$ cat config.mk
export PLATFORM = sky130hd
export DESIGN_NAME = month_calendar_grid
export DESIGN_NICKNAME = d
export VERILOG_FILES = /design/src/hw/rtl/mcg_pkg.sv /design/src/hw/rtl/month_calendar_grid.sv /design/src/hw/rtl/mcg_queue.sv /design/src/hw/rtl/mcg_front.sv /design/src/hw/rtl/mcg_back.sv
export SDC_FILE = /design/constraint.sdc
export NUM_CORES = 1
export LEC_CHECK = 0
export ABC_AREA = 1
export BUFFER_PORTS_ARGS = -buffer_cell sky130_fd_sc_hd__buf_2
export CAP_MARGIN = 5
export CORE_UTILIZATION = 60
export CTS_CLUSTER_SIZE = 30
export DETAILED_ROUTE_END_ITERATION = 10
export PLACE_DENSITY = 0.75
export RECOVER_POWER = 50
export SKIP_CTS_REPAIR_TIMING = 1
export SLEW_MARGIN = 5
export SYNTH_ARGS = -nofsm -noshare
export SYNTH_HDL_FRONTEND = slang
export SYNTH_HIERARCHICAL = 1
export SYNTH_SLANG_ARGS = --single-unit
$ cat constraint.sdc
create_clock -name clk -period 4.75 [get_ports clk]
set_clock_uncertainty 0.05 [all_clocks]
set_input_delay 0.7125 -clock clk [delete_from_list [all_inputs] [get_ports clk]]
set_output_delay 0.7125 -clock clk [all_outputs]
set_load 0.02 [all_outputs]
$ cat src/hw/rtl/mcg_pkg.sv
// ----------------------------------------------------------------------------
// mcg_pkg
// Types, constants and lookup functions shared by the month calendar grid.
// ----------------------------------------------------------------------------
package mcg_pkg;

    localparam int GRID_ROWS   = 6;
    localparam int GRID_COLS   = 7;
    localparam int GRID_CELLS  = GRID_ROWS * GRID_COLS;
    localparam int QUEUE_DEPTH = 2;

    // month codes
    localparam logic [3:0] MONTH_JAN = 4'd1;
    localparam logic [3:0] MONTH_FEB = 4'd2;
    localparam logic [3:0] MONTH_DEC = 4'd12;
    localparam logic [3:0] MONTHS_PER_YEAR = 4'd12;

    // reciprocals: x / 25 = (x * RECIP25) >> RECIP25_SHIFT for x < 4200
    localparam logic [10:0] RECIP25       = 11'd1311;
    localparam int          RECIP25_SHIFT = 15;
    // x / 7 = (x * RECIP7) >> RECIP7_SHIFT for x < 32768
    localparam logic [15:0] RECIP7        = 16'd37450;
    localparam int          RECIP7_SHIFT  = 18;

    localparam logic [14:0] YEAR_SHIFT = 15'd400;

    typedef struct packed {
        logic [13:0] year;
        logic [3:0]  month_number;
    } mcg_req_t;

    typedef struct packed {
        logic [2:0] grid_row;
        logic [2:0] grid_column;
        logic [4:0] day_of_month;
        logic       last_cell;
    } mcg_grid_t;

    // job descriptor from front to back
    typedef struct packed {
        logic [2:0] first_col;
        logic [4:0] month_len;
    } mcg_desc_t;

    // floor(3 * (mm + 1) / 5) for shifted month mm in 3..14
    function automatic logic [3:0] mcg_month_term(input logic [3:0] mm);
        logic [3:0] t;
        unique case (mm)
            4'd3:    t = 4'd2;
            4'd4:    t = 4'd3;
            4'd5:    t = 4'd3;
            4'd6:    t = 4'd4;
            4'd7:    t = 4'd4;
            4'd8:    t = 4'd5;
            4'd9:    t = 4'd6;
            4'd10:   t = 4'd6;
            4'd11:   t = 4'd7;
            4'd12:   t = 4'd7;
            4'd13:   t = 4'd8;
            4'd14:   t = 4'd9;
            default: t = 4'd0;
        endcase
        return t;
    endfunction

    function automatic logic [4:0] mcg_month_days(input logic [3:0] m, input logic leap);
        logic [4:0] d;
        unique case (m)
            4'd1, 4'd3, 4'd5, 4'd7, 4'd8, 4'd10, 4'd12: d = 5'd31;
            4'd4, 4'd6, 4'd9, 4'd11:                    d = 5'd30;
            4'd2:                                       d = leap ? 5'd29 : 5'd28;
            default:                                    d = 5'd0;
        endcase
        return d;
    endfunction

endpackage

$ cat src/hw/rtl/month_calendar_grid.sv
// ----------------------------------------------------------------------------
// month_calendar_grid
// Gregorian month calendar as a six-row, Sunday-first grid of 42 cells.
// ----------------------------------------------------------------------------
// Path: a request beat passes 3 front pipeline stages, the queue, the descriptor
// load and the output register before its first cell beat.
// Throughput: one cell beat per cycle from the back end's cell counter while grid_stall
// is low, 42 cells per request; the front accepts up to QUEUE_DEPTH+3 requests ahead.
// Reset: clears valid flags, queue pointers and counters; no memory clear.
module month_calendar_grid #(
    parameter int QUEUE_DEPTH = mcg_pkg::QUEUE_DEPTH
) (
    input  logic               clk,
    input  logic               rst_n,
    input  logic               req_valid,
    output logic               req_stall,
    input  mcg_pkg::mcg_req_t  req,
    output logic               grid_valid,
    input  logic               grid_stall,
    output mcg_pkg::mcg_grid_t grid
);

    logic               push_valid, push_ready;
    mcg_pkg::mcg_desc_t push_desc;
    logic               pop_valid, pop;
    mcg_pkg::mcg_desc_t pop_desc;

    mcg_front u_front (
        .clk        (clk),
        .rst_n      (rst_n),
        .req_valid  (req_valid),
        .req_stall  (req_stall),
        .req        (req),
        .push_valid (push_valid),
        .push_ready (push_ready),
        .push_desc  (push_desc)
    );

    mcg_queue #(
        .DEPTH (QUEUE_DEPTH)
    ) u_queue (
        .clk        (clk),
        .rst_n      (rst_n),
        .push_valid (push_valid),
        .push_ready (push_ready),
        .push_desc  (push_desc),
        .pop_valid  (pop_valid),
        .pop        (pop),
        .pop_desc   (pop_desc)
    );

    mcg_back u_back (
        .clk        (clk),
        .rst_n      (rst_n),
        .pop_valid  (pop_valid),
        .pop        (pop),
        .pop_desc   (pop_desc),
        .grid_valid (grid_valid),
        .grid_stall (grid_stall),
        .grid       (grid)
    );

endmodule

$ cat src/hw/rtl/mcg_queue.sv
// ----------------------------------------------------------------------------
// mcg_queue
// Small FIFO of job descriptors between the front and back ends.
// ----------------------------------------------------------------------------
module mcg_queue #(
    parameter int DEPTH = mcg_pkg::QUEUE_DEPTH
) (
    input  logic              clk,
    input  logic              rst_n,
    input  logic              push_valid,
    output logic              push_ready,
    input  mcg_pkg::mcg_desc_t push_desc,
    output logic              pop_valid,
    input  logic              pop,
    output mcg_pkg::mcg_desc_t pop_desc
);

    localparam int PTR_W = (DEPTH > 1) ? $clog2(DEPTH) : 1;
    localparam int CNT_W = $clog2(DEPTH + 1);
    localparam logic [PTR_W-1:0] PTR_LAST = PTR_W'(DEPTH - 1);
    localparam logic [CNT_W-1:0] CNT_FULL = CNT_W'(DEPTH);

    mcg_pkg::mcg_desc_t mem_reg [DEPTH];
    logic [PTR_W-1:0] wr_ptr_reg, wr_ptr_next;
    logic [PTR_W-1:0] rd_ptr_reg, rd_ptr_next;
    logic [CNT_W-1:0] count_reg, count_next;
    logic push_fire, pop_fire;

    assign push_ready = (count_reg != CNT_FULL);
    assign pop_valid  = (count_reg != '0);
    assign pop_desc   = mem_reg[rd_ptr_reg];
    assign push_fire  = push_valid && push_ready;
    assign pop_fire   = pop && pop_valid;

    always_comb
    begin
        wr_ptr_next = wr_ptr_reg;
        rd_ptr_next = rd_ptr_reg;
        count_next  = count_reg;
        if (push_fire)
        begin
            wr_ptr_next = (wr_ptr_reg == PTR_LAST) ? '0 : wr_ptr_reg + PTR_W'(1);
        end
        if (pop_fire)
        begin
            rd_ptr_next = (rd_ptr_reg == PTR_LAST) ? '0 : rd_ptr_reg + PTR_W'(1);
        end
        if (push_fire && !pop_fire)
        begin
            count_next = count_reg + CNT_W'(1);
        end
        else if (pop_fire && !push_fire)
        begin
            count_next = count_reg - CNT_W'(1);
        end
    end

    always_ff @(posedge clk or negedge rst_n)
    begin
        if (!rst_n)
        begin
            wr_ptr_reg <= '0;
            rd_ptr_reg <= '0;
            count_reg  <= '0;
        end
        else
        begin
            wr_ptr_reg <= wr_ptr_next;
            rd_ptr_reg <= rd_ptr_next;
            count_reg  <= count_next;
        end
    end

    always_ff @(posedge clk)
    begin
        if (push_fire)
        begin
            mem_reg[wr_ptr_reg] <= push_desc;
        end
    end

endmodule

$ cat src/hw/rtl/mcg_front.sv
// ----------------------------------------------------------------------------
// mcg_front
// Accepts requests and works out month length and first-day column in a
// three-stage pipeline (divide by 100/400 and by 7 via reciprocals).
// ----------------------------------------------------------------------------
module mcg_front (
    input  logic              clk,
    input  logic              rst_n,
    input  logic              req_valid,
    output logic              req_stall,
    input  mcg_pkg::mcg_req_t req,
    output logic              push_valid,
    input  logic              push_ready,
    output mcg_pkg::mcg_desc_t push_desc
);

    logic advance;

    // stage 1 inputs
    logic        early;
    logic        month_ok;
    logic [14:0] yy;
    logic [3:0]  mm;
    logic [12:0] yy4;
    logic [11:0] y4;
    logic [23:0] prod_yy;
    logic [22:0] prod_y;

    logic        s1_valid_reg;
    logic        s1_ok_reg;
    logic [3:0]  s1_month_reg;
    logic [14:0] s1_yy_reg;
    logic [3:0]  s1_mm_reg;
    logic [7:0]  s1_q100_reg;
    logic [1:0]  s1_year_lo_reg;
    logic [11:0] s1_y4_reg;
    logic [7:0]  s1_q25y_reg;

    // stage 2
    logic [15:0] sum;
    logic [7:0]  q400;
    logic [11:0] rem25;
    logic        div4, div100, div400, leap;
    logic [4:0]  len;

    logic        s2_valid_reg;
    logic        s2_ok_reg;
    logic [14:0] s2_sum_reg;
    logic [4:0]  s2_len_reg;
    logic [30:0] prod7;

    // stage 3
    logic        s3_valid_reg;
    logic        s3_ok_reg;
    logic [14:0] s3_sum_reg;
    logic [4:0]  s3_len_reg;
    logic [11:0] s3_q7_reg;
    logic [14:0] r7;

    assign advance   = !s3_valid_reg || push_ready;
    assign req_stall = !advance;

    always_comb
    begin
        month_ok = (req.month_number >= mcg_pkg::MONTH_JAN) &&
                   (req.month_number <= mcg_pkg::MONTH_DEC);
        early    = (req.month_number <= mcg_pkg::MONTH_FEB);
        // Jan/Feb count as months 13/14 of the prior year
        yy  = 15'(req.year) + mcg_pkg::YEAR_SHIFT - (early ? 15'd1 : 15'd0);
        mm  = early ? req.month_number + mcg_pkg::MONTHS_PER_YEAR : req.month_number;
        yy4 = yy[14:2];
        y4  = req.year[13:2];
        prod_yy = 24'(yy4) * 24'(mcg_pkg::RECIP25);
        prod_y  = 23'(y4) * 23'(mcg_pkg::RECIP25);
    end

    always_comb
    begin
        q400  = {2'b00, s1_q100_reg[7:2]};
        // +1 beyond the formula folds in the Monday-to-Sunday column shift
        sum   = 16'd2 + {11'd0, s1_mm_reg, 1'b0} + 16'(mcg_pkg::mcg_month_term(s1_mm_reg))
              + 16'(s1_yy_reg) + 16'(s1_yy_reg[14:2]) - 16'(s1_q100_reg) + 16'(q400);
        rem25  = s1_y4_reg - (12'(s1_q25y_reg) * 12'd25);
        div4   = (s1_year_lo_reg == 2'd0);
        div100 = div4 && (rem25 == 12'd0);
        div400 = div100 && (s1_q25y_reg[1:0] == 2'd0);
        leap   = (div4 && !div100) || div400;
        len    = s1_ok_reg ? mcg_pkg::mcg_month_days(s1_month_reg, leap) : 5'd0;
    end

    assign prod7 = 31'(s2_sum_reg) * 31'(mcg_pkg::RECIP7);

    always_comb
    begin
        r7 = s3_sum_reg - 15'({s3_q7_reg, 3'b000} - {3'b000, s3_q7_reg});
        push_desc.first_col = s3_ok_reg ? r7[2:0] : 3'd0;
        push_desc.month_len = s3_len_reg;
    end

    assign push_valid = s3_valid_reg;

    always_ff @(posedge clk or negedge rst_n)
    begin
        if (!rst_n)
        begin
            s1_valid_reg <= 1'b0;
            s2_valid_reg <= 1'b0;
            s3_valid_reg <= 1'b0;
        end
        else if (advance)
        begin
            s1_valid_reg <= req_valid;
            s2_valid_reg <= s1_valid_reg;
            s3_valid_reg <= s2_valid_reg;
        end
    end

    always_ff @(posedge clk)
    begin
        if (advance)
        begin
            s1_ok_reg      <= month_ok;
            s1_month_reg   <= req.month_number;
            s1_yy_reg      <= yy;
            s1_mm_reg      <= mm;
            s1_q100_reg    <= prod_yy[mcg_pkg::RECIP25_SHIFT +: 8];
            s1_year_lo_reg <= req.year[1:0];
            s1_y4_reg      <= y4;
            s1_q25y_reg    <= prod_y[mcg_pkg::RECIP25_SHIFT +: 8];

            s2_ok_reg      <= s1_ok_reg;
            s2_sum_reg     <= sum[14:0];
            s2_len_reg     <= len;

            s3_ok_reg      <= s2_ok_reg;
            s3_sum_reg     <= s2_sum_reg;
            s3_len_reg     <= s2_len_reg;
            s3_q7_reg      <= prod7[mcg_pkg::RECIP7_SHIFT +: 12];
        end
    end

endmodule

$ cat src/hw/rtl/mcg_back.sv
// ----------------------------------------------------------------------------
// mcg_back
// Walks the 42 grid cells of one descriptor, one beat per cycle while grid_stall
// is low, into a registered output.
// ----------------------------------------------------------------------------
module mcg_back (
    input  logic               clk,
    input  logic               rst_n,
    input  logic               pop_valid,
    output logic               pop,
    input  mcg_pkg::mcg_desc_t pop_desc,
    output logic               grid_valid,
    input  logic               grid_stall,
    output mcg_pkg::mcg_grid_t grid
);

    localparam int K_W = $clog2(mcg_pkg::GRID_CELLS);
    localparam logic [K_W-1:0] K_LAST   = K_W'(mcg_pkg::GRID_CELLS - 1);
    localparam logic [2:0]     COL_LAST = 3'(mcg_pkg::GRID_COLS - 1);

    logic               active_reg, active_next;
    mcg_pkg::mcg_desc_t desc_reg;
    logic [K_W-1:0]     k_reg;
    logic [2:0]         row_reg, col_reg;
    logic               out_valid_reg, out_valid_next;
    mcg_pkg::mcg_grid_t out_reg;

    logic       out_adv, emit, last;
    logic [K_W:0] diff;
    logic [4:0] day;

    assign out_adv = !out_valid_reg || !grid_stall;
    assign emit    = active_reg && out_adv;
    assign last    = (k_reg == K_LAST);
    assign pop     = pop_valid && (!active_reg || (emit && last));

    always_comb
    begin
        diff = {1'b0, k_reg} - (K_W+1)'(desc_reg.first_col);
        if ((k_reg >= K_W'(desc_reg.first_col)) && (diff < (K_W+1)'(desc_reg.month_len)))
        begin
            day = 5'(diff + (K_W+1)'(1));
        end
        else
        begin
            day = 5'd0;
        end

        active_next = active_reg;
        if (pop)
        begin
            active_next = 1'b1;
        end
        else if (emit && last)
        begin
            active_next = 1'b0;
        end

        out_valid_next = out_valid_reg;
        if (out_adv)
        begin
            out_valid_next = emit;
        end
    end

    always_ff @(posedge clk or negedge rst_n)
    begin
        if (!rst_n)
        begin
            active_reg    <= 1'b0;
            out_valid_reg <= 1'b0;
            k_reg         <= '0;
            row_reg       <= '0;
            col_reg       <= '0;
        end
        else
        begin
            active_reg    <= active_next;
            out_valid_reg <= out_valid_next;
            if (pop)
            begin
                k_reg   <= '0;
                row_reg <= '0;
                col_reg <= '0;
            end
            else if (emit)
            begin
                k_reg <= k_reg + K_W'(1);
                if (col_reg == COL_LAST)
                begin
                    col_reg <= '0;
                    row_reg <= row_reg + 3'd1;
                end
                else
                begin
                    col_reg <= col_reg + 3'd1;
                end
            end
        end
    end

    always_ff @(posedge clk)
    begin
        if (pop)
        begin
            desc_reg <= pop_desc;
        end
        if (emit)
        begin
            out_reg.grid_row     <= row_reg;
            out_reg.grid_column  <= col_reg;
            out_reg.day_of_month <= day;
            out_reg.last_cell    <= last;
        end
    end

    assign grid_valid = out_valid_reg;
    assign grid       = out_reg;

endmodule
==> impl_metrics.toml, run 1 <==
[sta]
setup_viol = 8
relSlewSlack = 0.189
fin_crit_ps = 6120
setup_tns_ps = -10260
fin_ws_ps = -1370
tightestPinTransition_ps = 1220
hold_viol = 0
rsz0062_at_grt = "yes"
max_freq_mhz = 163
finalMaxSlewViolations = 0
period_share = 1.29

[clock_tree]
numCtsBuffers = 17
clock_latency_ps = 420
path_clk_slew_ps = 70
cts_sinks = 142
cts_tree = "done"
htree_num_levels = 4
root_buffer = "clkbuf_16"
clk_path_buf_depth = 2

[logic_synthesis]
synthTopCellsByArea = "ha_1 (26%), edfxtp_1 (21%), fa_1 (18%), inv_1 (10%), nand2_1 (6.1%)"
seq_area_frac_synth = 0.245
synth.avg_cell_area_sq_um = 9.32
synth_top_cell_area_share = 0.258
synth_most_common_cell = "inv_1"
syn-instance-count = 1808
synth_edf_count = 117
synth_area_sq_um = 16800
yosysTopAreaCell = "ha_1"
synth_common_cells = "inv_1 (458), ha_1 (347), nand2_1 (275), fa_1 (153), edfxtp_1 (117)"
syn-num-nets = 2330
synth_seq_cells = 142
yosysUniqueCellTypes = 46
ys.flop_type = "edfxtp_1"
synth-warning-count = 6
async_reset_ff_frac = 0.148

[routing]
routed_wl_microns = 33200
drtAntennaViolNets = 0
via_per_inst = 5.18
drcViolationCount = 0
dr.pass1.iters = 8
avgRoutedWirePerCell_microns = 14.0
drtIter0Drc = 552
vias = 12276

[final_layout]
num_antenna_cells = 0
area_growth_pct = 14.4
fin_area_sq_um = 19300
num-nets-final = 2507
fin_util = 0.707
largest_reg_flops = 16
drive_above_1_share = 0.139

[floorplan]
coreArea_sq_um = 27300
io_pins = 36
dieArea_sq_um = 28700
start_util = 0.618
fp-row-count = 60
die_h_microns = 170
die_w_microns = 170

[global_route]
grt.total_usage = 0.251
grt_pass1_wl_microns = 57700
grt_remaining_overflow = 0
grt_pass1_vias = 12983
grt_max_degree = 51
antenna_found_initial = 0

[place]
post-dp-hpwl_microns = 27800
place_ws_ps = -2090
place_area_sq_um = 18600
gp_congestion = 0.906
numPortBuffers = 35

[worst_setup_path]
crit_type = "primary input to flip-flop"
worst-r2r-setup-slack_ps = 340
critical_path.endpoint_type = "flip-flop"
crit_path_top_delay_cell = "fa_1"
cp_common_cell = "inv_2"
cp.arrival_ps = 6230
worst-path-max-fanout = 4
crit_required_ps = 4860
cpPeakStageDelay_ps = 550
critPathLaunchType = "primary input"

[hold_path]
hold_class = "flip-flop to flip-flop"

[status]
status = "finished with violations"
violations = "setup timing"

[flow_run]
drv_cap = 0
## placed cells by master, fill, tap and decap left out, types with 3 or more instances in the layout
cell          n
o21ai_4       3
nor3_1        7
dfrtp_1      21
ha_1        336
buf_4       129
nand2_2      11
a31oi_1       4
dfxtp_1       4
nor2_1       77
o21ai_1      10
fa_2          3
inv_2        17
nand3_2       5
edfxtp_1    117
nand2_4       3
nand3b_1      3
ha_4         11
clkinvlp_4    3
nand4_1      17
inv_6         6
xor2_1       43
o21ai_0      36
buf_2        31
a21o_1        4
o21a_1        5
a21oi_2      10
xnor2_1      20
o21bai_1      7
fa_1        150
inv_1       445
nand3_1      65
clkbuf_16    17
nor3_2        4
nand2_1     272
clkbuf_1      3
a21oi_1      67
## metrics by stage
step           std cells  hold WS (ps)
6_report            2370           378
5_1_grt             2370           386
4_1_cts             2368           206
3_5_place_dp        2336           356
3_3_place_gp        2336           354
2_1_floorplan       1808           350
## per-layer routing
metal,part of all wire,track usage,up-vias
met4,0.026,0.0862,0
met3,0.023,0.0282,73
li1,-,-,6090
met1,0.42,0.298,5884
met5,0,0,-
met2,0.53,0.467,229
## path summary, 6_finish.rpt
| check | startpoint | endpoint | cells after the start |
|---|---|---|---|
| min in group asynchronous | rst_n | u_back/k_reg[0] | 1 |
| hold / removal | u_front/s2_len_reg[1] | u_front/s3_len_reg[1] | 0 |
| max in group asynchronous | rst_n | u_back/k_reg[1] | 1 |
| hold reg to reg | u_front/s2_len_reg[1] | u_front/s3_len_reg[1] | 0 |
| setup / recovery | req[2] | u_front/s1_q100_reg[6] | 34 |
| setup reg to reg | u_front/s2_sum_reg[1] | u_front/s3_q7_reg[2] | 15 |
## logic make-up (layout without fill, tap and decap cells)
logic type      Yosys count  in the layout  share of synthesized area
compound gates          156            156                     0.0535
buf+inv                 473            663                      0.107
xor+xnor                 67             67                     0.0364
flops                   142            142                      0.245
simple gates            470            470                      0.119
fa+ha+maj               500            500                      0.440
## final cells by class
class / count / area (sq um)
clock inverters: 14 / 145
repair buffers: 164 / 1170
clock buffers: 18 / 429
fillers: 1995 / 7980
flip-flops and latches: 142 / 4120
well taps: 372 / 465
inverters: 467 / 1780
multi-input cells: 1193 / 11200
## worst max-delay path, delay by kind of cell
kind	cells	cell delay [ps]
AO/OA/AOI/OAI	4	400
XOR/XNOR	2	290
adder cells (fa/ha/maj)	10	3440
buffers and inverters	8	370
AND/OR/NAND/NOR	10	990
Power of run 1 is left out: the tool's default activity adds up to more than one toggle a clock period on the data nets, which glitch-free logic cannot reach.
==> run 2, diff against run 1 <==
--- a/config.mk
+++ b/config.mk
@@ -8,3 +8,2 @@
 export ABC_AREA = 1
-export BUFFER_PORTS_ARGS = -buffer_cell sky130_fd_sc_hd__buf_2
 export CAP_MARGIN = 5
@@ -13,3 +12,4 @@
 export DETAILED_ROUTE_END_ITERATION = 10
-export PLACE_DENSITY = 0.75
+export DONT_BUFFER_PORTS = 1
+export PLACE_DENSITY = 0.74
 export RECOVER_POWER = 50
==> constraint.sdc (replaced) <==
create_clock -name clk -period 4.75 [get_ports clk]
set_clock_uncertainty 0.05 [all_clocks]
set_input_delay 1.1875 -clock clk [delete_from_list [all_inputs] [get_ports clk]]
set_output_delay 1.1875 -clock clk [all_outputs]
set_load 0.02 [all_outputs]
==> run 2 against run 1 <==
  * The run still ends with setup timing left
  * Cell area decreased by 0.94%
  * Sequential share of layout area increased by 0.20 points
  * Core utilization decreased by 0.67 points
  * Flip-flop and latch count unchanged
  * Global-route usage decreased by 0.98 points
  * Critical endpoint unchanged
  * First-iteration DRC count increased by 4.7%
  * Die area unchanged
  * Worst setup slack got worse by 350 ps
  * Count of clock-buffer cells in the layout decreased by 1
  * Highest routed layer unchanged
  * Final cell count decreased by 1.7%
==> impl_metrics.toml, run 2 (synthesis results as in run 1) <==
[status]
status = "finished with violations"
violations = "setup timing"

[worst_setup_path]
crit_type = "primary input to flip-flop"
crit_start = "req[3]"
cp.arrival_ps = 6590
critPathLaunchType = "primary input"
cpPeakStageDelay_ps = 490
worst-r2r-setup-slack_ps = 300
crit_required_ps = 4870
crit_buf_inv = 7
crit_family = "adder cells"
r2r_start = "u_front/s2_sum_reg[4]"
crit_path_top_delay_cell = "fa_1"
worst-path-max-fanout = 4
critical_path.endpoint_type = "flip-flop"

[floorplan]
coreArea_sq_um = 27300
dieArea_sq_um = 28700
start_util = 0.618
die_h_microns = 170
die_w_microns = 170
fp-row-count = 60
io_pins = 36

[clock_tree]
numCtsBuffers = 17
cts_tree = "done"
path_clk_slew_ps = 70
root_buffer = "clkbuf_16"
cts_sinks = 142
clk_path_buf_depth = 2
htree_num_levels = 4
clock_latency_ps = 420

[sta]
tightestPinTransition_ps = 846
finalMaxSlewViolations = 0
fin_crit_ps = 6470
relSlewSlack = 0.436
fin_ws_ps = -1720
period_share = 1.36
max_freq_mhz = 155
setup_viol = 8
rsz0062_at_grt = "yes"
hold_viol = 0

[final_layout]
nFillCells = 1972
largest_reg_flops = 16
final_cell_mix = "inv_1 (447), ha_1 (334), nand2_1 (275)"
seqCellArea_sq_um = 4120
final_common_cell = "inv_1"
multi_input_area_sq_um = 11300
drive_above_1_share = 0.124
num-nets-final = 2466
num_antenna_cells = 0
area_growth_pct = 13.4

[routing]
drtIter0Drc = 578
via_per_inst = 5.14
routed_wl_microns = 32900
avgRoutedWirePerCell_microns = 14.1
drcViolationCount = 0
dr.pass1.iters = 5
vias = 11969
drtAntennaViolNets = 0

[place]
gp_congestion = 0.892
post-dp-hpwl_microns = 27200
numPortBuffers = 0
place_ws_ps = -2350

[global_route]
grt_max_degree = 68
grt.total_usage = 0.241
grt_pass1_wl_microns = 55700
antenna_found_initial = 0
grt_pass1_vias = 12542
grt_remaining_overflow = 0

[hold_path]
holdCritStartpoint = "u_front/s2_len_reg[0]"
hold_class = "flip-flop to flip-flop"

[flow_run]
drv_cap = 0
[run 2: cell types whose count changed in the layout (fill, tap and decap cells not counted), moves of 5 or more]
cell and change:
buf_2 -31, buf_4 -10, o21ai_0 +5, o21ai_1 -5
[run 2: per-stage QoR]
stage | util | TNS (ps) | hold slack (ps) | instances | cell area (sq um)
global route | 0.701 | -14850 | 378 | 2329 | 19100
detailed placement | 0.672 | -19350 | 370 | 2289 | 18300
finish | 0.701 | -12800 | 393 | 2329 | 19100
CTS | 0.692 | -14290 | 386 | 2321 | 18900
floorplan | - | -16050 | 350 | 1808 | 17000
global placement | 0.672 | -18010 | 351 | 2289 | 18300
[run 2: cell type report]
cell class                 count  share of cell area
tap                          372              0.0244
clock inverter                15             0.00662
multi-input combinational   1193               0.590
sequential                   142               0.216
timing repair buffer         123              0.0480
inverter                     467              0.0933
clock buffer                  17              0.0223
[run 2: metal layers]
layer,vias up,share of wire,global-route usage
met2,178,0.53,0.459
met3,40,0.021,0.0217
met1,5758,0.43,0.289
li1,5993,-,-
met5,-,0,0
met4,0,0.014,0.0638
[run 2: final timing paths]
kind / cells after the start / to
setup / recovery: 33 / u_front/s1_q100_reg[6]
setup reg to reg: 15 / u_front/s3_q7_reg[1]
min in group asynchronous: 0 / u_back/k_reg[2]
hold / removal: 0 / u_front/s3_len_reg[0]
hold reg to reg: 0 / u_front/s3_len_reg[0]
max in group asynchronous: 0 / u_queue/wr_ptr_reg
Power of run 2 is left out for the same reason.
==> run 3, diff against run 2 <==
GPL_TIMING_DRIVEN = 0   (was not set)
==> run 3 against run 2 <==
  * The flow still finishes with violations (setup timing)
  * Flip-flop and latch count stayed put
  * Cell area is 3.0% lower
  * Worst setup slack worse by 310 ps
  * Sequential share of layout area is 0.66 points higher
==> impl_metrics.toml, run 3 (synthesis results as in run 1) <==
[hold_path]
worstHoldEndpoint = "u_front/s3_ok_reg"
hold_class = "flip-flop to flip-flop"
holdCritStartpoint = "u_front/s2_ok_reg"
holdPathStages = 0

[worst_setup_path]
crit_family = "adder cells"
crit_buf_inv = 7
reg2reg_depth = 15
rr_endpoint = "u_front/s3_q7_reg[1]"
crit_required_ps = 4870
critical_path.endpoint_type = "flip-flop"
crit_start = "req[3]"
worst-r2r-setup-slack_ps = 200
worst-path-max-fanout = 4
critPathLaunchType = "primary input"
r2r_start = "u_front/s2_sum_reg[10]"
cp.arrival_ps = 6900
crit_path_top_delay_cell = "fa_1"
cpPeakStageDelay_ps = 510
crit_type = "primary input to flip-flop"

[sta]
max_freq_mhz = 147
setup_viol = 8
fin_ws_ps = -2030
finalMaxSlewViolations = 0
relSlewSlack = 0.510
tightestPinTransition_ps = 732
rsz0062_at_grt = "yes"
hold_viol = 0
period_share = 1.43
fin_crit_ps = 6780

[global_route]
grt_pass1_vias = 11839
grt_use_met3 = 0.0287
grt_max_degree = 58
met2_usage = 0.407
grt-busiest-layer = "met2"
grtUsageMet1 = 0.300
grt_pass1_wl_microns = 53600
grt_remaining_overflow = 0
antenna_found_initial = 0
grt.total_usage = 0.232

[place]
post-dp-hpwl_microns = 25100
gp_congestion = 0.864
numPortBuffers = 0

[final_layout]
drive_above_1_share = 0.0797
num-nets-final = 2367
fin_util = 0.680
final_common_cell = "inv_1"
area_growth_pct = 9.98
largest_reg_flops = 16
final_cell_mix = "inv_1 (450), ha_1 (336), nand2_1 (271)"
num_antenna_cells = 0

[clock_tree]
numCtsBuffers = 17
path_clk_slew_ps = 60
cts_tree = "done"
clk_path_buf_depth = 2
cts_sinks = 142
root_buffer = "clkbuf_16"
htree_num_levels = 4
clock_latency_ps = 420

[routing]
via_per_inst = 5.20
dr.pass1.iters = 5
drtAntennaViolNets = 0
avgRoutedWirePerCell_microns = 14.0
drcViolationCount = 0
drtIter0Drc = 561
routed_wl_microns = 31300
vias = 11602

[status]
violations = "setup timing"
status = "finished with violations"

[floorplan]
start_util = 0.618
die_w_microns = 170
die_h_microns = 170
dieArea_sq_um = 28700
io_pins = 36
fp-row-count = 60
coreArea_sq_um = 27300

[flow_run]
drv_cap = 0
==> run 3: cell count changes in the layout (fill, tap and decap cells not counted), moves of 4 or more <==
cell,before,now
buf_4,119,19
clkinv_2,5,1
nand2_1,275,271
o21ai_0,41,36
o21ai_1,5,9
xor2_1,42,38
==> run 3: area by class of cell <==
class | instances | area (sq um)
Buffer | 6 | 45.0
Clock buffer | 17 | 425
Clock inverter | 15 | 215
Fill cell | 2035 | 8730
Inverter | 467 | 1790
Multi-Input combinational cell | 1193 | 11300
Sequential cell | 142 | 4120
Tap cell | 372 | 465
Timing Repair Buffer | 18 | 155
==> run 3: stage by stage <==
step / area, sq um / hold WS [ps] / setup slack [ps] / setup TNS [ps] / instances
3_3_place_gp: 17500 / 353 / -2780 / -22150 / 2180
6_report: 18500 / 375 / -2030 / -14880 / 2230
4_1_cts: 18200 / 375 / -2400 / -18170 / 2213
3_5_place_dp: 17500 / 355 / -2850 / -23050 / 2181
5_1_grt: 18500 / 372 / -2230 / -16790 / 2230
2_1_floorplan: 17000 / 350 / -2180 / -16050 / 1808
==> run 3: worst max path at each step <==
stage,to,cells past startpoint
floorplan,u_front/s1_q100_reg[6],31
global placement,u_front/s1_q100_reg[6],29
detailed placement,u_front/s1_q100_reg[6],29
CTS,u_front/s1_q100_reg[6],29
global route,u_front/s1_q100_reg[6],34
finish,u_front/s1_q100_reg[6],33
==> run 3: routing by layer <==
layer	vias up	routed length [microns]	part of all wire
met3	52	887	0.028
met4	0	680	0.022
li1	5788	-	-
met2	213	15600	0.50
met1	5549	14200	0.45
met5	-	0	0
Power of run 3 is left out for the same reason.
